**config.mk**
```make
export PLATFORM = sky130hd
export DESIGN_NAME = dnsd_ctrl
export DESIGN_NICKNAME = d
export VERILOG_FILES = /design/src/rtl/core/dnsd_pkg.sv /design/src/rtl/core/dnsd_ctrl.sv
export VERILOG_INCLUDE_DIRS = /design/src /design/src/rtl/core
export SDC_FILE = /design/constraint.sdc
export NUM_CORES = 1
export LEC_CHECK = 0
export BUFFER_PORTS_ARGS = -buffer_cell sky130_fd_sc_hd__buf_2
export CORE_AREA = 2 2 49 51
export CTS_CLUSTER_DIAMETER = 200
export DETAILED_ROUTE_END_ITERATION = 10
export DIE_AREA = 0 0 51 53
export PLACE_DENSITY = 0.8
export SLEW_MARGIN = 20
export SYNTH_ARGS = -nofsm -noshare
export SYNTH_HDL_FRONTEND = slang
export SYNTH_SLANG_ARGS = --single-unit
export TNS_END_PERCENT = 100
```
**constraint.sdc**
```tcl
create_clock -name clock -period 2.48 [get_ports clock]
set_input_delay 0.496 -clock clock [delete_from_list [all_inputs] [get_ports clock]]
set_output_delay 0.496 -clock clock [all_outputs]
set_load 0.05 [all_outputs]
```
**src/rtl/core/dns_name_decompressor_macros.svh**
```systemverilog
// ----------------------------------------------------------------------------
// DNS name decompressor assertion macros
// Concurrent assertion wrappers shared by the decompressor RTL.
// ----------------------------------------------------------------------------
`ifndef DNS_NAME_DECOMPRESSOR_MACROS_SVH
`define DNS_NAME_DECOMPRESSOR_MACROS_SVH

// Same-cycle implication, disabled during reset.
`define DNSD_ASSERT_IMP(lbl, clk, rst, ante, cons, msg) \
   lbl: assert property (@(posedge clk) disable iff (rst) (ante) |-> (cons)) \
      else $error(msg);

// Next-cycle implication, disabled during reset.
`define DNSD_ASSERT_NXT(lbl, clk, rst, ante, cons, msg) \
   lbl: assert property (@(posedge clk) disable iff (rst) (ante) |=> (cons)) \
      else $error(msg);

`endif

```
**src/rtl/core/dnsd_pkg.sv**
```systemverilog
// ----------------------------------------------------------------------------
// dnsd_pkg
// Shared constants, command/status types and helpers of the DNS name
// decompressor.
// ----------------------------------------------------------------------------
package dnsd_pkg;

   localparam int MSG_DEPTH_DEF = 4096;
   localparam int NAME_MAX      = 255;
   localparam int NB_DEPTH      = NAME_MAX + 1;
   localparam int NB_AW         = $clog2(NB_DEPTH);
   localparam int PTR_W         = 14;

   // request codes
   localparam logic [1:0] REQ_LOAD   = 2'd0;
   localparam logic [1:0] REQ_DECOMP = 2'd1;
   localparam logic [1:0] REQ_READ   = 2'd2;

   // status codes
   localparam logic [1:0] ST_OK     = 2'd0;
   localparam logic [1:0] ST_FORMAT = 2'd1;
   localparam logic [1:0] ST_TRUNC  = 2'd2;

   // label byte classes
   localparam logic [7:0] LABEL_MAX  = 8'd63;
   localparam logic [7:0] PTR_MIN    = 8'd192;
   localparam logic [7:0] PTR_MASK   = 8'h3f;
   localparam logic [7:0] HOPS_INIT  = 8'd255;

   localparam logic [7:0] CHAR_UPPER_A = 8'h41;
   localparam logic [7:0] CHAR_UPPER_Z = 8'h5a;
   localparam logic [7:0] CASE_OFFSET  = 8'd32;

   typedef enum logic [1:0] {
      RD_NONE    = 2'd0,
      RD_CUR_ADV = 2'd1,
      RD_PTR2    = 2'd2,
      RD_TGT     = 2'd3
   } rd_sel_type;

   typedef enum logic [1:0] {
      WR_ZERO = 2'd0,
      WR_LEN  = 2'd1,
      WR_CHAR = 2'd2
   } wr_sel_type;

   typedef enum logic [1:0] {
      RSP_PLAIN    = 2'd0,
      RSP_WALK     = 2'd1,
      RSP_NAMEBYTE = 2'd2
   } rsp_kind_type;

   typedef struct packed {
      logic         load_req;
      logic         msg_wr;
      rd_sel_type   rd_sel;
      logic         nb_wr;
      wr_sel_type   wr_sel;
      logic         nb_rd;
      logic         rsp_en;
      rsp_kind_type rsp_kind;
      logic [1:0]   rsp_status;
   } cmd_type;

   typedef struct packed {
      logic [7:0] lb;
      logic       via;
      logic       sz_zero;
      logic       pos_max;
      logic       tpos_max;
      logic       ioffs_end;
      logic       ioffs_ptr_bad;
      logic       offs_bad;
      logic       hops_last;
      logic       cnt_last;
      logic       rem_zero;
   } stat_type;

   function automatic logic [7:0] fold_lower(input logic [7:0] c);
      if (c >= CHAR_UPPER_A && c <= CHAR_UPPER_Z) begin
         return c + CASE_OFFSET;
      end
      return c;
   endfunction

endpackage

```
**src/rtl/core/dnsd_ctrl.sv**
```systemverilog
// ----------------------------------------------------------------------------
// dnsd_ctrl
// Request decode and label/pointer walk sequencer.
// ----------------------------------------------------------------------------
`include "dns_name_decompressor_macros.svh"

module dnsd_ctrl (
   input  logic               clock,
   input  logic               reset,
   input  logic               start,
   input  logic [1:0]         req_type,
   output logic               busy,
   output dnsd_pkg::cmd_type  cmd,
   input  dnsd_pkg::stat_type stat
);

   typedef enum logic [8:0] {
      S_IDLE   = 9'b000000001,
      S_LBL    = 9'b000000010,
      S_LBL_EV = 9'b000000100,
      S_PTR_EV = 9'b000001000,
      S_TGT_EV = 9'b000010000,
      S_CHR    = 9'b000100000,
      S_CHR_EV = 9'b001000000,
      S_DONE   = 9'b010000000,
      S_NBRD   = 9'b100000000
   } state_type;

   state_type state_ff, state_in;
   logic      do_head;

   always_comb begin
      state_in = state_ff;
      cmd      = '0;
      do_head  = 1'b0;
      unique case (state_ff)
         S_IDLE: begin
            if (start) begin
               unique case (req_type)
                  dnsd_pkg::REQ_LOAD: begin
                     cmd.msg_wr   = 1'b1;
                     cmd.rsp_en   = 1'b1;
                     cmd.rsp_kind = dnsd_pkg::RSP_PLAIN;
                  end
                  dnsd_pkg::REQ_DECOMP: begin
                     cmd.load_req = 1'b1;
                     if (stat.rem_zero) begin
                        cmd.rsp_en     = 1'b1;
                        cmd.rsp_kind   = dnsd_pkg::RSP_WALK;
                        cmd.rsp_status = dnsd_pkg::ST_TRUNC;
                     end else begin
                        state_in = S_LBL;
                     end
                  end
                  dnsd_pkg::REQ_READ: begin
                     cmd.nb_rd = 1'b1;
                     state_in  = S_NBRD;
                  end
                  default: begin
                     cmd.rsp_en   = 1'b1;
                     cmd.rsp_kind = dnsd_pkg::RSP_PLAIN;
                  end
               endcase
            end
         end
         S_LBL: begin
            if ((stat.via ? stat.ioffs_end : (stat.pos_max || stat.sz_zero)) ||
                stat.tpos_max) begin
               cmd.rsp_status = dnsd_pkg::ST_FORMAT;
            end else begin
               cmd.rd_sel = dnsd_pkg::RD_CUR_ADV;
               state_in   = S_LBL_EV;
            end
         end
         S_LBL_EV: begin
            if (stat.lb == 8'd0) begin
               cmd.nb_wr  = 1'b1;
               cmd.wr_sel = dnsd_pkg::WR_ZERO;
               state_in   = S_DONE;
            end else begin
               do_head = 1'b1;
            end
         end
         S_TGT_EV: begin
            do_head = 1'b1;
         end
         S_PTR_EV: begin
            if (stat.offs_bad) begin
               cmd.rsp_status = dnsd_pkg::ST_FORMAT;
            end else begin
               cmd.rd_sel = dnsd_pkg::RD_TGT;
               state_in   = S_TGT_EV;
            end
         end
         S_CHR: begin
            if (stat.via ? stat.ioffs_end : stat.pos_max) begin
               cmd.rsp_status = dnsd_pkg::ST_FORMAT;
            end else if (!stat.via && stat.sz_zero) begin
               cmd.rsp_status = dnsd_pkg::ST_TRUNC;
            end else if (stat.tpos_max) begin
               cmd.rsp_status = dnsd_pkg::ST_FORMAT;
            end else begin
               cmd.rd_sel = dnsd_pkg::RD_CUR_ADV;
               state_in   = S_CHR_EV;
            end
         end
         S_CHR_EV: begin
            cmd.nb_wr  = 1'b1;
            cmd.wr_sel = dnsd_pkg::WR_CHAR;
            state_in   = stat.cnt_last ? S_LBL : S_CHR;
         end
         S_DONE: begin
            cmd.rsp_en     = 1'b1;
            cmd.rsp_kind   = dnsd_pkg::RSP_WALK;
            cmd.rsp_status = dnsd_pkg::ST_OK;
            state_in       = S_IDLE;
         end
         S_NBRD: begin
            cmd.rsp_en   = 1'b1;
            cmd.rsp_kind = dnsd_pkg::RSP_NAMEBYTE;
            state_in     = S_IDLE;
         end
         default: begin
            state_in = S_IDLE;
         end
      endcase

      // label head: length byte, reserved code or pointer
      if (do_head) begin
         if (stat.lb <= dnsd_pkg::LABEL_MAX) begin
            cmd.nb_wr  = 1'b1;
            cmd.wr_sel = dnsd_pkg::WR_LEN;
            state_in   = (stat.lb == 8'd0) ? S_LBL : S_CHR;
         end else if (stat.lb < dnsd_pkg::PTR_MIN) begin
            cmd.rsp_status = dnsd_pkg::ST_FORMAT;
         end else if (stat.via) begin
            if (stat.hops_last || stat.ioffs_ptr_bad) begin
               cmd.rsp_status = dnsd_pkg::ST_FORMAT;
            end else begin
               cmd.rd_sel = dnsd_pkg::RD_PTR2;
               state_in   = S_PTR_EV;
            end
         end else if (stat.sz_zero) begin
            cmd.rsp_status = dnsd_pkg::ST_TRUNC;
         end else if (stat.pos_max) begin
            cmd.rsp_status = dnsd_pkg::ST_FORMAT;
         end else begin
            cmd.rd_sel = dnsd_pkg::RD_PTR2;
            state_in   = S_PTR_EV;
         end
      end

      // any failed check ends the walk with an error result
      if (cmd.rsp_status != dnsd_pkg::ST_OK) begin
         cmd.rsp_en   = 1'b1;
         cmd.rsp_kind = dnsd_pkg::RSP_WALK;
         state_in     = S_IDLE;
      end
   end

   always_ff @(posedge clock) begin
      if (reset) begin
         state_ff <= S_IDLE;
      end else begin
         state_ff <= state_in;
      end
   end

   assign busy = (state_ff != S_IDLE);

   `DNSD_ASSERT_IMP(a_nb_wr_room, clock, reset, cmd.nb_wr, !stat.tpos_max,
      "name buffer write past the name limit")
   `DNSD_ASSERT_NXT(a_rd_lands, clock, reset, cmd.rd_sel != dnsd_pkg::RD_NONE,
      (state_ff == S_LBL_EV || state_ff == S_CHR_EV || state_ff == S_PTR_EV ||
       state_ff == S_TGT_EV), "store read not followed by an evaluate state")
   `DNSD_ASSERT_IMP(a_end_rsp, clock, reset, (state_ff != S_IDLE && state_in == S_IDLE),
      cmd.rsp_en, "walk or read ended without a result")
   `DNSD_ASSERT_IMP(a_wr_idle, clock, reset, cmd.msg_wr, (state_ff == S_IDLE && start),
      "message store written outside an accepted load")

endmodule

```
==> results.tsv <==
metric	value	unit
outcome	complete, but fails checks	
failing checks	negative setup slack	
Max Buffers Root-to-Sink	2	
Tcrit/Tclk final	1.06	
chip height	53	um
# H-tree levels	1	
Yosys top cell by area	dfxtp_1	
synth top area cells	dfxtp_1 (18%), nor3b_1 (5.3%), nor2_1 (4.5%)	
RSZ-0062 raised after global routing	yes	
P&R area growth vs syn	50.8	%
Largest regs	state_ff x9	
vias in the first global route	1261	
vias per cell	6.00	
data required time of the worst path	1.98	ns
Die Wd	51	um
clk slew on worst S/H paths	0.06	ns
antenna diode count	0	
initial antenna violation count	0	
Mean Syn Cell Area	7.88	um^2
yosys warns	0	
hold path start	reset	
Post-synth EDFFs	0	
Num CTS Buffers	3	
Layout Skew	0.00680	ns
largest net degree at the start of global routing	13	
# DRC	0	
setup ws final	-0.142	ns
Cells after Synth	127	
IO buf count	36	
die area	0.00270	mm^2
synthesized cell area	0.00100	mm^2
Max Freq	0.381	GHz
total global-route track usage	0.276	
Std-Cell Rows	17	
main combinational cell family by area after synthesis	simple AND/OR/NAND/NOR gates	
asr flop ratio synth	0	
number of synthesized register bits	9	
Placer Congestion	0.897	
Core ar.	0.00215	mm^2
reg-to-reg endpoint	state_ff[4]	
Adder-Cell Fraction of Synth Area	0.0375	
hold depth	2	
Hold Crit Class	input pin to flip-flop	
later-pin clock latency in the skew report	0.27	ns
dpl hpwl	2580	um
share of layout cells above drive strength 1	0.489	
Hold Vio Cnt, Final	0	
Slew Viols, Final	0	
clk root buf	clkbuf_4	
Max VDD drop	0.278	mV
register bank with the most flops	state_ff	
pre-CTS WS	-0.140	ns
commonest non-fill, non-tap cell in the layout	buf_2	
reg2reg path depth	5	
hold worst-path end	state_ff[6]	
crit-path max FO	4	
Compound-Gate Fraction of Synth Area	0.201	
clock sink count	9	
worst r2r src	state_ff[2]	
Startpoint Class	flip-flop	
Synth Area in XOR/XNOR	0.0175	
final setup fails	4	
Via Count	1283	
Setup Fix Bufs, Post-CTS	0	
pwr dens	277	mW/mm^2
cell leakage power	0.734	nW
worst-margin pin slew	0.451	ns
min Tclk post-route	2.62	ns
Crit path arrival time	2.13	ns
flop2flop setup slack	0.56	ns
Mapped Nets	153	
first-pass GRT wire length	5490	um
Initial Util	0.466	
Post-synth top flop	dfxtp_1	
Routed WL	3400	um
drt first pass iters	4	
sequential-to-total area share from yosys stat	0.180	
IO Count	37	
remaining global-route overflow	0	
Routed wire per std cell	15.9	um
Slew headroom	0.699	
top cell type's share of synthesized area	0.180	
post-route ant nets	0	
Hold Buf Count CTS	0	
MaxCap Viol Count	0	
mux share of post-synthesis cell area	0	
Critical Path End Type	output port	
count of cell types in the netlist	51	
critical path type	flip-flop to output port	
nets@finish	213	
max FFs per register	9	
starting DRC count in detailed routing	52	
Synth Area in Simple Gates	0.516	
Finished Cell Area	0.00151	mm^2
commonest non-fill, non-tap cells in the layout	buf_2 (29), buf_4 (21), nor2_1 (11)	
TritonCTS clock tree	done	
placed cell area	0.00138	mm^2
==> through the flow <==
stage	total power [mW]	cells	setup TNS (ns)	hold slack (ns)	utilization
CTS	0.415	214	-0.480	0.459	0.681
finish	0.419	214	-0.464	0.474	0.702
global placement	0.289	210	-0.191	0.662	0.643
detailed placement	0.293	210	-0.346	0.677	0.643
floorplan	0.241	127	0	0.572	-
global route	0.441	214	-0.801	0.487	0.702
==> kinds of logic after synthesis <==
family | after synthesis
flip-flops | 9
adder cells (fa/ha/maj) | 3
AND/OR/NAND/NOR | 79
AO/OA/AOI/OAI | 25
buffers and inverters | 9
XOR/XNOR | 2
==> routing by layer <==
layer  vias up  GRT usage  part of all wire
met4         0      0.131             0.037
li1        608          -                 -
met2        56      0.483              0.51
met5         -          0                 0
met3        14     0.0960             0.073
met1       605      0.297              0.38
==> cell type report <==
cell class | instances | area [um^2]
flip-flops and latches | 9 | 181
clock buffers | 4 | 26.3
well taps | 28 | 35.0
inverters | 7 | 26.3
multi-input cells | 109 | 858
repair buffers | 57 | 382
fillers | 168 | 639
==> critical path, stage by stage, from the launching register on <==
cell and delay (ns):
dfxtp_2 0.32, or4_4 0.53, or4_4 0.53, o22ai_4 0.16, a21oi_4 0.08, nand3_2 0.09
buf_8 0.14
==> Yosys cell counts, drive strengths merged, types with 4 or more instances <==
cell type and count:
nor2 12, nand2 10, dfxtp 9, nand3 8
inv 7, nor3 7, nor3b 7, and3 5
o21ai 5, nand4 4, nor4b 4
==> worst max path at each step <==
stage          slack (ns)     end  cells past startpoint         from
2_1_floorplan        0.04  cmd[4]                      5      stat[7]
3_3_place_gp        -0.09  cmd[4]                      7      stat[7]
3_5_place_dp        -0.14  cmd[4]                      7      stat[7]
4_1_cts             -0.12  cmd[4]                      6  state_ff[2]
5_1_grt             -0.22  cmd[2]                      6  state_ff[2]
6_report            -0.14  cmd[4]                      6  state_ff[2]
==> repair_timing <==
item | CTS | global route
gates resized for setup | 14 | 12
pin swaps | 2 | 2
setup endpoints to repair | 6 | 8
==> report_power, final <==
group          internal (mW)  switching [mW]
logic                 0.0612          0.0868
registers              0.147         0.00744
clock network         0.0622          0.0542
(Power assumes the default switching activity.)
